`src/utf8sd_pkg.sv`:
```
// Shared widths and lead byte ranges for the UTF-8 stream decoder.
`default_nettype none
package utf8sd_pkg;

  localparam int BYTE_W = 8;
  localparam int CP_W   = 21;
  localparam int PART_W = 15;
  localparam int LEFT_W = 2;

  localparam logic [BYTE_W-1:0] ASCII_MAX  = 8'h7F;
  localparam logic [BYTE_W-1:0] LEAD2_MIN  = 8'hC0;
  localparam logic [BYTE_W-1:0] LEAD2_MAX  = 8'hDF;
  localparam logic [BYTE_W-1:0] LEAD3_MIN  = 8'hE0;
  localparam logic [BYTE_W-1:0] LEAD3_MAX  = 8'hEF;
  localparam logic [BYTE_W-1:0] LEAD4_MIN  = 8'hF0;
  localparam logic [BYTE_W-1:0] LEAD4_MAX  = 8'hF7;

  localparam logic [LEFT_W-1:0] LEFT_NONE  = 2'd0;
  localparam logic [LEFT_W-1:0] LEFT_ONE   = 2'd1;
  localparam logic [LEFT_W-1:0] LEFT_TWO   = 2'd2;
  localparam logic [LEFT_W-1:0] LEFT_THREE = 2'd3;

endpackage
`default_nettype wire

```
`src/utf8_stream_decoder_top.sv`:
```
// UTF-8 stream decoder: one byte per transfer in, one code point or error per transfer out.
//
// Input channel (in_valid/in_ready) carries one byte and a flag marking the
// last byte of a string. Output channel (out_valid/out_ready) carries a
// decoded code point, an error flag and the end-of-string flag.
// A byte that completes a sequence, a bad lead byte, or a string that ends
// mid-sequence produces one result; other bytes produce none. After an
// error, bytes are discarded up to and including the one marked last.
// The result is registered and shows on the output in the cycle after the
// transfer of the byte that causes it.
// Throughput: one byte per cycle while the output is read, set by the single
// output register; the decode state is updated in the same cycle the byte is taken.
// in_ready is high whenever the output register is empty or being read,
// so a stalled receiver holds the pending result and stops further input
// only while that result waits.
// Reset clears the sequence state, the discard flag and out_valid.
`default_nettype none
module utf8_stream_decoder_top
  import utf8sd_pkg::*;
(
  input  wire logic              clk,
  input  wire logic              rst,
  input  wire logic              in_valid,
  output logic                   in_ready,
  input  wire logic [BYTE_W-1:0] in_byte,
  input  wire logic              last_byte,
  output logic                   out_valid,
  input  wire logic              out_ready,
  output logic [CP_W-1:0]        code_point,
  output logic                   error,
  output logic                   last_out
);

  logic [LEFT_W-1:0] bytes_left, bytes_left_next;
  logic [PART_W-1:0] partial_point, partial_point_next;
  logic              dropping, dropping_next;
  logic [LEFT_W-1:0] left_dec;
  logic              in_fire;
  logic              res_valid;
  logic [CP_W-1:0]   res_cp;
  logic              res_err;
  logic              res_last;

  assign in_ready = !out_valid || out_ready;
  assign in_fire  = in_valid && in_ready;
  assign left_dec = bytes_left - LEFT_ONE;

  always_comb begin
    bytes_left_next    = bytes_left;
    partial_point_next = partial_point;
    dropping_next      = dropping;
    res_valid          = 1'b0;
    res_cp             = '0;
    res_err            = 1'b0;
    res_last           = last_byte;
    if (dropping) begin
      if (last_byte) begin
        dropping_next = 1'b0;
      end
    end else if (bytes_left != LEFT_NONE) begin
      if (left_dec == LEFT_NONE) begin
        res_valid          = 1'b1;
        res_cp             = {partial_point, in_byte[5:0]};
        bytes_left_next    = LEFT_NONE;
        partial_point_next = '0;
      end else if (last_byte) begin
        res_valid          = 1'b1;
        res_err            = 1'b1;
        bytes_left_next    = LEFT_NONE;
        partial_point_next = '0;
      end else begin
        partial_point_next = {partial_point[PART_W-7:0], in_byte[5:0]};
        bytes_left_next    = left_dec;
      end
    end else begin
      case (in_byte) inside
        [8'h00:ASCII_MAX]: begin
          res_valid = 1'b1;
          res_cp    = {{(CP_W-BYTE_W){1'b0}}, in_byte};
        end
        [LEAD2_MIN:LEAD2_MAX]: begin
          partial_point_next = {{(PART_W-5){1'b0}}, in_byte[4:0]};
          bytes_left_next    = LEFT_ONE;
        end
        [LEAD3_MIN:LEAD3_MAX]: begin
          partial_point_next = {{(PART_W-4){1'b0}}, in_byte[3:0]};
          bytes_left_next    = LEFT_TWO;
        end
        [LEAD4_MIN:LEAD4_MAX]: begin
          partial_point_next = {{(PART_W-3){1'b0}}, in_byte[2:0]};
          bytes_left_next    = LEFT_THREE;
        end
        default: begin
          res_valid          = 1'b1;
          res_err            = 1'b1;
          partial_point_next = '0;
          dropping_next      = !last_byte;
        end
      endcase
      // multi-byte lead on the last byte: truncated
      if (bytes_left_next != LEFT_NONE && last_byte) begin
        res_valid          = 1'b1;
        res_err            = 1'b1;
        bytes_left_next    = LEFT_NONE;
        partial_point_next = '0;
      end
    end
  end

  always_ff @(posedge clk) begin
    if (rst) begin
      bytes_left    <= LEFT_NONE;
      partial_point <= '0;
      dropping      <= 1'b0;
    end else if (in_fire) begin
      bytes_left    <= bytes_left_next;
      partial_point <= partial_point_next;
      dropping      <= dropping_next;
    end
  end

  always_ff @(posedge clk) begin
    if (rst) begin
      out_valid <= 1'b0;
    end else if (in_fire && res_valid) begin
      out_valid <= 1'b1;
    end else if (out_ready) begin
      out_valid <= 1'b0;
    end
  end

  always_ff @(posedge clk) begin
    if (in_fire && res_valid) begin
      code_point <= res_cp;
      error      <= res_err;
      last_out   <= res_last;
    end
  end

endmodule
`default_nettype wire

```
`config.mk`:
```
export PLATFORM = sky130hd
export DESIGN_NAME = utf8_stream_decoder_top
export DESIGN_NICKNAME = d
export VERILOG_FILES = /design/src/utf8sd_pkg.sv /design/src/utf8_stream_decoder_top.sv
export SDC_FILE = /design/constraint.sdc
export NUM_CORES = 1
export LEC_CHECK = 0
export ABC_AREA = 1
export BUFFER_PORTS_ARGS = -buffer_cell sky130_fd_sc_hd__buf_2
export CAP_MARGIN = 40
export CORE_UTILIZATION = 40
export DETAILED_ROUTE_END_ITERATION = 10
export GPL_ROUTABILITY_DRIVEN = 0
export PLACE_DENSITY = 0.7
export SYNTH_ARGS = -nofsm -noshare
export SYNTH_HDL_FRONTEND = slang
export SYNTH_SLANG_ARGS = --single-unit
```
`constraint.sdc`:
```
create_clock -name clk -period 2.4 [get_ports clk]
set_clock_uncertainty 0.1 [all_clocks]
set_input_delay 0.12 -clock clk [delete_from_list [all_inputs] [get_ports clk]]
set_output_delay 0.12 -clock clk [all_outputs]
set_load 0.02 [all_outputs]
```
# Word-level counts from Yosys, hierarchy flattened
# Cells that the tools add are included.
dict set report classes {
  n_bitwise 1
  n_reduce_logical 16
  mux 43
  order_cmp 8
  n_eq_ne 1
  n_addsub 1
}
# op count
set ops {}
lappend ops {{$mux W15} 5}
lappend ops {{$mux W21} 2}
lappend ops {{$ge A8 B8 Y1 const B} 3}
lappend ops {{$le A8 B8 Y1 const B} 3}
lappend ops {{$mux W1} 22}
lappend ops {{$mux W2} 10}
lappend ops {{$ge A8 B1 Y1 const B} 1}
lappend ops {{$le A8 B7 Y1 const B} 1}
lappend ops {{$mux W8} 1}
lappend ops {{$logic_and A1 B1 Y1} 7}
lappend ops {{$reduce_bool A2 Y1} 3}
lappend ops {{$mux W5} 1}
lappend ops {{$mux W4} 1}
lappend ops {{$mux W3} 1}
lappend ops {{$ne A3 B2 Y1 const B} 1}
lappend ops {{$reduce_and A3 Y1} 1}
lappend ops {{$logic_not A1 Y1} 2}
lappend ops {{$logic_not A2 Y1} 1}
lappend ops {{$reduce_and A2 Y1} 1}
lappend ops {{$sub A2 B1 Y2 const B} 1}
lappend ops {{$logic_or A1 B1 Y1} 1}
lappend ops {{$not A1 Y1} 1}
dict set report totals {
  regBits 42
  inputBits 13
  wordCells 77
}

# Longest topological paths before layout
# Gate-level depths: netlist of run 1.
dict set report logic_depth {
  depth_word 15
  depth_mapped 12
}

# Worst setup path before layout of run 1
# OpenSTA, ideal clock, no wires.
dict set report synth_path {
  kind {register to register}
  startpoint {reg bytes_left[0]}
  endpoint {reg code_point[0] (enable)}
  arrival_ps 1675
  period_less_slack_ps 2127
  setup_slack_ps 273
  required_ps 1948
  setup_time_ps 352
  stages_incl_launch_ff 9
  cell_sequence {dfxtp_1 inv_1 ha_1 buf_2 nor3_4 buf_2 nor2_1 nand2_1 inv_1}
}
dict set report synth_via {
  elab_chain_cells 12
  word_cells_on_any_way 16
  cone_classes {1 x add/sub; 10 x mux; 5 x reduce/logical}
}
# item line
set synth_rtl {}
lappend synth_rtl {{from (decl)} utf8_stream_decoder_top.sv:34} ;# logic [LEFT_W-1:0] bytes_left, bytes_left_next;
lappend synth_rtl {{from (signal assigned)} utf8_stream_decoder_top.sv:116} ;# bytes_left <= bytes_left_next;
lappend synth_rtl {{$mux W2 (4 in a row)} utf8_stream_decoder_top.sv:76} ;# case (in_byte) inside
lappend synth_rtl {{$mux W2} utf8_stream_decoder_top.sv:60} ;# end else if (bytes_left != LEFT_NONE) begin
lappend synth_rtl {{$mux W2} utf8_stream_decoder_top.sv:56} ;# if (dropping) begin
lappend synth_rtl {{$reduce_bool A2 Y1} utf8_stream_decoder_top.sv:101} ;# if (bytes_left_next != LEFT_NONE && last_byte) begin
lappend synth_rtl {{$logic_and A1 B1 Y1} utf8_stream_decoder_top.sv:101}
lappend synth_rtl {{$mux W1} utf8_stream_decoder_top.sv:101}
lappend synth_rtl {{$mux W1 *} utf8_stream_decoder_top.sv:60}
lappend synth_rtl {{$mux W1 *} utf8_stream_decoder_top.sv:56}
lappend synth_rtl {{$logic_and A1 B1 Y1 *} utf8_stream_decoder_top.sv:133} ;# if (in_fire && res_valid) begin
lappend synth_rtl {{to (signal assigned)} utf8_stream_decoder_top.sv:134} ;# code_point <= res_cp;
lappend synth_rtl {{to (decl)} utf8_stream_decoder_top.sv:29} ;# output logic [CP_W-1:0] code_point,
# Mark *: on every way between the ends. The rest lies on a longest branch, timed or not. The select of a mux whose other input is x is not followed.
# A chain may end at the register's enable or synchronous reset.

# Worst setup path after layout of run 1
dict set report layout_path {
  startpoint {reg bytes_left[1]}
  endpoint {reg partial_point[12]}
}
dict set report layout_via {
  elab_chain_cells 10
  word_cells_on_any_way 16
  cone_classes {1 x add/sub; 1 x eq/ne; 9 x mux; 5 x reduce/logical}
}
# item line
set layout_rtl {}
lappend layout_rtl {{$mux W2 (4 in a row)} utf8_stream_decoder_top.sv:76}
lappend layout_rtl {{$mux W2} utf8_stream_decoder_top.sv:60}
lappend layout_rtl {{$mux W2} utf8_stream_decoder_top.sv:56}
lappend layout_rtl {{$reduce_bool A2 Y1} utf8_stream_decoder_top.sv:101}
lappend layout_rtl {{$logic_and A1 B1 Y1} utf8_stream_decoder_top.sv:101}
lappend layout_rtl {{$ne A3 B2 Y1 (no line) / $mux W15 (equally long branches)} n/a}
lappend layout_rtl {{$reduce_and A3 Y1 (no line) / $mux W15 (equally long branches)} n/a}
lappend layout_rtl {{to (signal assigned)} utf8_stream_decoder_top.sv:117} ;# partial_point <= partial_point_next;
lappend layout_rtl {{to (decl)} utf8_stream_decoder_top.sv:35} ;# logic [PART_W-1:0] partial_point, partial_point_next;
# Several ways; a longest one is shown, not always the timed one. The select of a mux whose other input is x is not followed.

==> results of run 1 <==
-- area by class of cell --
class / count / area (um^2)
well taps: 67 / 83.8
repair buffers: 43 / 243
flip-flops and latches: 42 / 1070
clock buffers: 6 / 93.8
multi-input cells: 159 / 769
fillers: 474 / 2400
clock inverters: 2 / 13.8
inverters: 39 / 146
-- metrics by stage --
stage               hold WS (ns)  setup WS [ns]  utilization  power (uW)
floorplan                 0.0891          0.273            -        1180
finish                   0.00841          0.206        0.503        1800
CTS                      0.00212          0.216        0.503        1820
detailed placement         0.198          0.235        0.476        1290
global placement           0.212          0.247        0.473        1280
global route              0.0148         0.0261        0.503        1900
-- metal layers --
metal,vias to the layer above,global-route usage
met3,12,0.0357
met1,724,0.200
li1,847,-
met2,39,0.277
met4,0,0.0748
met5,-,0
-- cell families (layout without fill, tap and decap cells) --
kind of cell | after synthesis | in the layout
fa+ha+maj | 3 | 3
compound gates | 13 | 13
simple gates | 143 | 143
buf+inv | 46 | 90
flops | 42 | 42
-- worst min-delay path, stage by stage --
cell,delay (ns)
buf_2,0.11
nand3_1,0.07
a21oi_1,0.06
-- power by group through the flow --
stage	logic [uW]	clock network (uW)	registers (uW)
6_report	402	523	875
5_1_grt	455	563	884
4_1_cts	406	537	876
3_5_place_dp	402	0	892
3_3_place_gp	391	0	892
2_1_floorplan	234	0	948
-- worst paths after layout --
| path | cells after the start | slack, ns | endpoint |
|---|---|---|---|
| hold / removal | 3 | 0.008 | dropping |
| setup reg to reg | 10 | 0.21 | partial_point[12] |
| setup / recovery | 10 | 0.21 | partial_point[12] |
| hold reg to reg | 2 | 0.38 | partial_point[9] |
-- sequential cells by signal, indices dropped and copies added (netlist names) --
signal	flops
error	1
bytes_left	2
code_point	21
partial_point	15
dropping	1
out_valid	1
last_out	1
-- cells in the mapped netlist, types with 4 or more instances --
cell type,instances
inv_1,35
dfxtp_1,19
nand2_2,5
o21ai_0,5
buf_2,4
nand2_1,53
nand3_2,6
nor2_1,56
a21oi_1,6
nand3_1,15
edfxtp_1,23
-- repair_timing --
item / 4_1_cts / 5_1_grt
setup buffers: 0 / 0
hold endpoints to repair: 2 / 0
hold buffers: 2 / 0
==> metrics.csv, run 1 <==
stage;metric;value;unit
run_status;status;finished, final reports clean;
route;routed-via-count;1622;
timing;hold_viol;0;
floorplanning;core-area;4820;um^2
clock_tree;cts_root_buffer;clkbuf_8;
hold_path;hp-start;in_valid;
pwr;seqPwrFrac;0.486;
worst_setup_path;max_stage_delay;0.31;ns
global_route;antenna_found_initial;0;
clock_tree;clkSinkCount;42;
yosys;ys_ff_latch;42;
worst_setup_path;critPathSlowestCell;dfxtp_1;
route;wl_per_cell;10.7;um
pwr;combPwrFrac;0.223;
route;antenna_left;0;
pwr;leakage;0.00114;uW
final_layout;drive_above_1_share;0.234;
timing;fin_tns_setup;0;ns
global_route;grtUsageTotal;0.164;
final_layout;antenna_cells;0;
clock_tree;cts_buffers;5;
clock_tree;clk_latency;0.30;ns
yosys;synthXorXnorAreaFrac;0;
timing;rsz0062_at_grt;false;
timing;fmax;456;MHz
worst_setup_path;crit_path_start;bytes_left[1];
floorplanning;die-area;5370;um^2
timing;slew_headroom;0.666;
route;dr_wl_met3;187;um
place;dp_cells;348;
hold_path;hold_path.class;primary input to flip-flop;
final_layout;design_area;2420;um^2
worst_setup_path;worstPathBufferInverterCount;4;
floorplanning;pin_count;38;
yosys;yosysSeqAreaShare;0.527;
route;vias_per_cell;4.53;
yosys;syn_area_per_cell;8.23;um^2
yosys;yosysTopAreaCellShare;0.340;
floorplanning;initial_core_util;0.422;
final_layout;area_growth;19.1;%
worst_setup_path;cp_max_fo;11;
worst_setup_path;worstPathCellList;inv_1, ha_1, buf_4, inv_1, nor2_1, nand2_4, nand2_2, inv_2, nor2_1, nor2_1;
pwr;p_int;1250;uW
yosys;synthCells;247;
worst_setup_path;cp_common_cell;nor2_1;
pwr;power_density;743;nW/um^2
yosys;netlist_area;2030;um^2
worst_setup_path;end_kind;flip-flop;
floorplanning;die_y;73.3;um
pwr;peakVddDrop;0.279;mV
worst_setup_path;cp_top_family;simple AND/OR/NAND/NOR gates;
global_route;overflow;0;
final_layout;nets;306;
route;dr_wl_met2;1.79;mm
timing;setup_viol;0;
yosys;synth_fa_ha_area_frac;0.0185;
global_route;grt_pass1_vias;1564;
job;max-cap-violations;0;
worst_setup_path;crit_type;flip-flop to flip-flop;
floorplanning;fp.dieW;73.3;um
clock_tree;cts.path.max_buffers;2;
floorplanning;num_rows;25;
clock_tree;cts_tree;built;
route;drc_errors;0;
worst_setup_path;setup.worst_path.start_class;flip-flop;
route;dr.pass1.iters;7;
clock_tree;cts_resized;0;
final_layout;final_cells;358;
yosys;synth-simple-area-share;0.321;
route;wirelength;3.83;mm
timing;finalCritPeriodShare;0.914;
yosys;synth_flop_cell;edfxtp_1;
timing;slew_viol_final;0;
final_layout;layout_common_cells;nor2_1, nand2_1, buf_2;
yosys;synthMuxAreaShare;0;
pwr;p_sw_frac;0.307;
yosys;synth_top_cell_by_area;edfxtp_1;
final_layout;layout_commonest_cell;nor2_1;
yosys;yosys-top-cells-area;edfxtp_1, dfxtp_1, nor2_1, nand2_1, inv_1;
yosys;syn-num-nets;263;
timing;min_period;2.19;ns
pwr;p_sw;552;uW
place;hpwl;2.76;mm
yosys;synth_compound_area_frac;0.0394;
worst_setup_path;cp.required;2.49;ns
pwr;power.clock.fraction;0.291;
yosys;synth-edff-count;23;
clock_tree;cts_max_level;2;
place;io_buffers;37;
worst_setup_path;crit_arrival;2.29;ns
yosys;yosys_warnings;0;
yosys;ys_types;26;
route;wl_met1;1.72;mm
timing;worstMarginPinSlew;0.501;ns
global_route;grt_max_degree;19;
route;highest_layer;met4;
global_route;grt_pass1_wl;6.73;mm
yosys;synth_top_family_by_area;simple AND/OR/NAND/NOR gates;
route;drt_iter0_drc;107;
clock_tree;clk_pin_slew;0.08;ns
place;place_area;2290;um^2
worst_setup_path;r2r-start;bytes_left[1];
yosys;async_flop_share;0;
(Power assumes the default switching activity.)
==> run 2: changes to the inputs <==
Settings changed: HOLD_SLACK_MARGIN set to 0.08.
==> run 2 against run 1 <==
Net effect: maximum frequency down 0.12%; combinational power up 2%; sequential power about the same; critical path type unchanged; die area unchanged; final area up 2.1%; first-iteration DRC count down 7.5%; register-to-register slack about the same; largest power group unchanged; final cell count up 1.4%; worst hold slack better by 0.083 ns; sequential share of layout area down 0.90 points; routed wire length up 0.65%.
==> metrics.csv, run 2 (same netlist as run 1, synthesis figures left out) <==
stage;metric;value;unit
worst_setup_path;cp_top_family;simple AND/OR/NAND/NOR gates;
worst_setup_path;rr_endpoint;partial_point[12];
route;vias_per_cell;4.51;
floorplanning;fp.dieW;73.3;um
final_layout;area_growth;21.5;%
floorplanning;die_y;73.3;um
global_route;grtUsageTotal;0.165;
clock_tree;clkSinkCount;42;
timing;hold_viol;0;
floorplanning;die-area;5370;um^2
timing;worstMarginPinSlew;0.500;ns
route;drc_errors;0;
pwr;p_int;1250;uW
timing;slew_headroom;0.666;
route;dr.pass1.iters;4;
final_layout;largest_reg_flops;21;
clock_tree;cts_buffers;5;
pwr;leakage;0.00116;uW
worst_setup_path;crit_arrival;2.29;ns
worst_setup_path;cp.required;2.49;ns
global_route;overflow;0;
place;dp_cells;348;
route;wirelength;3.86;mm
final_layout;drive_above_1_share;0.230;
final_layout;antenna_cells;0;
route;drt_iter0_drc;99;
worst_setup_path;worstPathBufferInverterCount;4;
final_layout;reg_top3;code_point (21), partial_point (15), bytes_left (2);
job;max-cap-violations;0;
pwr;combPwrFrac;0.227;
worst_setup_path;critPathSlowestCell;dfxtp_1;
pwr;seqPwrFrac;0.485;
place;io_buffers;37;
route;antenna_left;0;
hold_path;hold_path.class;primary input to flip-flop;
final_layout;layout_commonest_cell;nor2_1;
worst_setup_path;setup.worst_path.start_class;flip-flop;
global_route;top_usage_layer;met2;
clock_tree;clk_latency;0.29;ns
timing;setup_viol;0;
global_route;grt_util_met2;0.279;
floorplanning;num_rows;25;
final_layout;final_cells;363;
pwr;power_density;731;nW/um^2
pwr;p_sw;552;uW
timing;fmax;455;MHz
timing;fin_tns_setup;0;ns
floorplanning;pin_count;38;
final_layout;n_fill_cell;469;
worst_setup_path;r2r-start;bytes_left[1];
pwr;power.clock.fraction;0.289;
timing;slew_viol_final;0;
worst_setup_path;end_kind;flip-flop;
worst_setup_path;cp_max_fo;11;
global_route;antenna_found_initial;0;
clock_tree;clk_pin_slew;0.08;ns
worst_setup_path;max_stage_delay;0.31;ns
route;wl_per_cell;10.6;um
pwr;total_power;1810;uW
worst_setup_path;crit_type;flip-flop to flip-flop;
global_route;grt_max_degree;19;
place;hpwl;2.76;mm
clock_tree;cts_tree;built;
floorplanning;initial_core_util;0.422;
final_layout;regMostFlops;code_point;
timing;min_period;2.20;ns
clock_tree;cts_root_buffer;clkbuf_8;
route;routed-via-count;1637;
global_route;met1_usage;0.204;
worst_setup_path;ff2ff_path_depth;10;
global_route;grt_pass1_wl;6.80;mm
global_route;grt_use_met3;0.0343;
timing;rsz0062_at_grt;false;
place;place_area;2290;um^2
final_layout;layout_common_cells;nor2_1, nand2_1, buf_2;
pwr;peakVddDrop;0.279;mV
global_route;grt_pass1_vias;1580;
hold_path;min_to;code_point[3];
worst_setup_path;worstPathCellList;inv_1, ha_1, buf_4, inv_1, nor2_1, nand2_4, nand2_2, inv_2, nor2_1, nor2_1;
final_layout;nets;311;
run_status;status;finished, final reports clean;
worst_setup_path;rrSetupSlack;0.20;ns
timing;finalCritPeriodShare;0.915;
hold_path;worstHoldPathCells;3;
clock_tree;cts.path.max_buffers;2;
final_layout;design_area;2470;um^2
hold_path;hp-start;in_byte[3];
clock_tree;cts_max_level;2;
worst_setup_path;cp_common_cell;nor2_1;
pwr;p_sw_frac;0.306;
clock_tree;cts_setup_buffers;0;
floorplanning;core-area;4820;um^2
run 2: changes by cell type in the layout (fill, tap and decap cells not counted), sizes merged:
cell	before	now
dlygate4sd3	2	7
run 2: how the worst max path moves through the flow:
stage                        endpoint  cells after the start  slack (ns)     startpoint
detailed placement  partial_point[12]                     10        0.24  bytes_left[1]
finish              partial_point[12]                     10        0.20  bytes_left[1]
CTS                  partial_point[6]                     10        0.22  bytes_left[1]
global placement    partial_point[13]                     10        0.25  bytes_left[1]
global route         partial_point[5]                     10        0.03  bytes_left[1]
floorplan               code_point[0]                      8        0.27  bytes_left[0]
run 2: layout make-up:
class,instances,area [um^2],share of cell area
repair buffers,48,293,0.118
inverters,39,146,0.0592
multi-input cells,159,769,0.311
well taps,67,83.8,0.0339
clock inverters,2,13.8,0.00557
flip-flops and latches,42,1070,0.433
clock buffers,6,93.8,0.0380
run 2: per-layer routing:
layer	up-vias	routed length (um)
met5	-	0
met4	0	113
met3	10	167
met2	38	1810
met1	732	1760
li1	857	-
run 2: worst register-to-register path, cell delays in order, from the launching register on:
cell,delay (ns)
dfxtp_1,0.31
inv_1,0.14
ha_1,0.27
buf_4,0.19
inv_1,0.11
nor2_1,0.29
nand2_4,0.18
nand2_2,0.22
inv_2,0.14
nor2_1,0.12
nor2_1,0.04
run 2: repair_timing:
item / in CTS / in global routing
resized for setup: 0 / 0
endpoints found under the hold margin: 6 / 0
endpoints found under the setup margin: 0 / 0
hold buffers: 7 / 0
run 2: power groups by stage:
stage / clock (uW) / combinational, uW / sequential (uW)
after CTS: 537 / 413 / 876
final: 522 / 409 / 875
after global placement: 0 / 391 / 892
after detailed placement: 0 / 402 / 892
after floorplan: 0 / 234 / 948
after global routing: 562 / 463 / 884
run 2: metrics by stage:
step                      hold WS (ns)  setup WS [ns]  utilization
final                           0.0914          0.204        0.513
after global routing             0.110         0.0261        0.513
after CTS                       0.0812          0.216        0.513
after detailed placement         0.198          0.235        0.476
after global placement           0.212          0.247        0.473
after floorplan                 0.0891          0.273            -
==> run 3: changes to the inputs <==
Settings changed: CTS_BUF_LIST set to sky130_fd_sc_hd__clkbuf_16, CTS_CLUSTER_DIAMETER set to 120.
==> run 3 against run 2 <==
Net effect: utilization up 0.75 points; setup slack better by 0.012 ns; register-to-register slack about the same; clock power up 39%; final area up 1.5%; non-clock buffer count down 2; combinational power about the same; maximum frequency up 0.54%; via count down 0.67%; routed wire length up 2.4%; sequential power about the same; die area unchanged.
==> metrics.csv, run 3 (same netlist as run 1, synthesis figures left out) <==
stage;metric;value;unit
final_layout;layout_common_cells;nor2_1, nand2_1, buf_2;
route;dr.pass1.iters;4;
timing;hold_viol;0;
timing;worstMarginPinSlew;0.498;ns
clock_tree;cts_buffers;5;
route;dr_wl_met2;1.90;mm
final_layout;n_fill_cell;465;
global_route;grtUsageTotal;0.166;
clock_tree;clkSinkCount;42;
worst_setup_path;ff2ff_path_depth;10;
clock_tree;clk_latency;0.28;ns
final_layout;area_growth;23.3;%
worst_setup_path;rrSetupSlack;0.22;ns
global_route;grt_pass1_vias;1557;
global_route;grt_pass1_wl;6.79;mm
worst_setup_path;rr_endpoint;partial_point[12];
route;antenna_left;0;
timing;slew_headroom;0.668;
final_layout;regMostFlops;code_point;
final_layout;reg_top3;code_point (21), partial_point (15), bytes_left (2);
final_layout;drive_above_1_share;0.231;
worst_setup_path;cp_top_family;simple AND/OR/NAND/NOR gates;
timing;whs;0.0807;ns
floorplanning;initial_core_util;0.422;
worst_setup_path;r2r-start;bytes_left[1];
timing;finalCritPeriodShare;0.910;
worst_setup_path;critPathSlowestCell;dfxtp_1;
job;max-cap-violations;0;
timing;setup_viol;0;
route;highest_layer;met4;
final_layout;largest_reg_flops;21;
clock_tree;cts_max_level;2;
clock_tree;cts_root_buffer;clkbuf_16;
pwr;power_density;801;nW/um^2
route;dr_wl_met3;222;um
global_route;antenna_found_initial;0;
floorplanning;pin_count;38;
route;wl_per_cell;10.9;um
route;vias_per_cell;4.50;
route;drc_errors;0;
global_route;grt_max_degree;19;
timing;slew_viol_final;0;
worst_setup_path;worstPathCellList;inv_1, ha_1, buf_4, inv_1, nor2_1, nand2_4, nand2_2, inv_2, nor2_1, nor2_1;
floorplanning;core-area;4820;um^2
pwr;peakVddDrop;0.300;mV
timing;setup_ws;0.216;ns
final_layout;layout_commonest_cell;nor2_1;
pwr;leakage;0.00118;uW
place;io_buffers;37;
worst_setup_path;crit_arrival;2.26;ns
floorplanning;die-area;5370;um^2
worst_setup_path;crit_type;flip-flop to flip-flop;
clock_tree;cts.path.max_buffers;2;
hold_path;hold_path.class;primary input to flip-flop;
clock_tree;clk_pin_slew;0.06;ns
route;wl_met1;1.75;mm
route;routed-via-count;1626;
place;hpwl;2.76;mm
final_layout;antenna_cells;0;
worst_setup_path;cp_max_fo;11;
worst_setup_path;worstPathBufferInverterCount;4;
worst_setup_path;max_stage_delay;0.30;ns
final_layout;nets;309;
worst_setup_path;end_kind;flip-flop;
floorplanning;die_y;73.3;um
place;post-place-ws;0.235;ns
floorplanning;fp.dieW;73.3;um
run_status;status;finished, final reports clean;
hold_path;worstHoldPathCells;3;
route;drt_iter0_drc;77;
hold_path;hp-start;in_byte[1];
worst_setup_path;cp.required;2.47;ns
clock_tree;cts_tree;built;
timing;min_period;2.18;ns
worst_setup_path;setup.worst_path.start_class;flip-flop;
global_route;overflow;0;
timing;fmax;458;MHz
timing;fin_tns_setup;0;ns
hold_path;min_to;code_point[1];
route;wirelength;3.95;mm
timing;rsz0062_at_grt;false;
floorplanning;num_rows;25;
worst_setup_path;cp_common_cell;nor2_1;
-- run 3: how the worst max path moves through the flow --
| stage | start | to | cells past startpoint |
|---|---|---|---|
| floorplan | bytes_left[0] | code_point[0] | 8 |
| global placement | bytes_left[1] | partial_point[13] | 10 |
| detailed placement | bytes_left[1] | partial_point[12] | 10 |
| CTS | bytes_left[1] | partial_point[6] | 10 |
| global route | bytes_left[1] | partial_point[10] | 10 |
| finish | bytes_left[1] | partial_point[12] | 10 |
-- run 3: routing by layer --
| layer | global-route usage | vias up |
|---|---|---|
| li1 | - | 854 |
| met1 | 0.208 | 724 |
| met2 | 0.277 | 42 |
| met3 | 0.0398 | 6 |
| met4 | 0.0641 | 0 |
| met5 | 0 | - |
-- run 3: worst min-delay path: stages --
cell	delay, ns
buf_2	0.10
inv_1	0.04
nor2_1	0.08
-- run 3: area by class of cell --
cell class | instances | area (um^2) | area share
flip-flops and latches | 42 | 1070 | 0.427
multi-input cells | 159 | 769 | 0.307
repair buffers | 46 | 273 | 0.109
clock buffers | 6 | 150 | 0.0599
inverters | 39 | 146 | 0.0584
well taps | 67 | 83.8 | 0.0334
clock inverters | 2 | 13.8 | 0.00549
-- run 3: power breakdown --
| part | internal, uW | total, uW | switching [uW] |
|---|---|---|---|
| Clock | 450 | 725 | 275 |
| Sequential | 848 | 876 | 28.8 |
| Combinational | 136 | 408 | 273 |
| Total | 1430 | 2010 | 576 |
-- run 3: through the flow --
step                total power (uW)  area [um^2]  instances   util
global placement                1280         2280        347  0.473
global route                    2110         2510        361  0.521
detailed placement              1290         2290        348  0.476
CTS                             2030         2510        361  0.521
floorplan                       1180         2030        247      -
finish                          2010         2510        361  0.521
-- run 3: timing repair --
action                                 CTS  global route
hold buffers                             5             0
setup endpoints to repair                0             0
gates resized for setup                  0             0
endpoints found under the hold margin    4             0
buffers inserted                         0             0
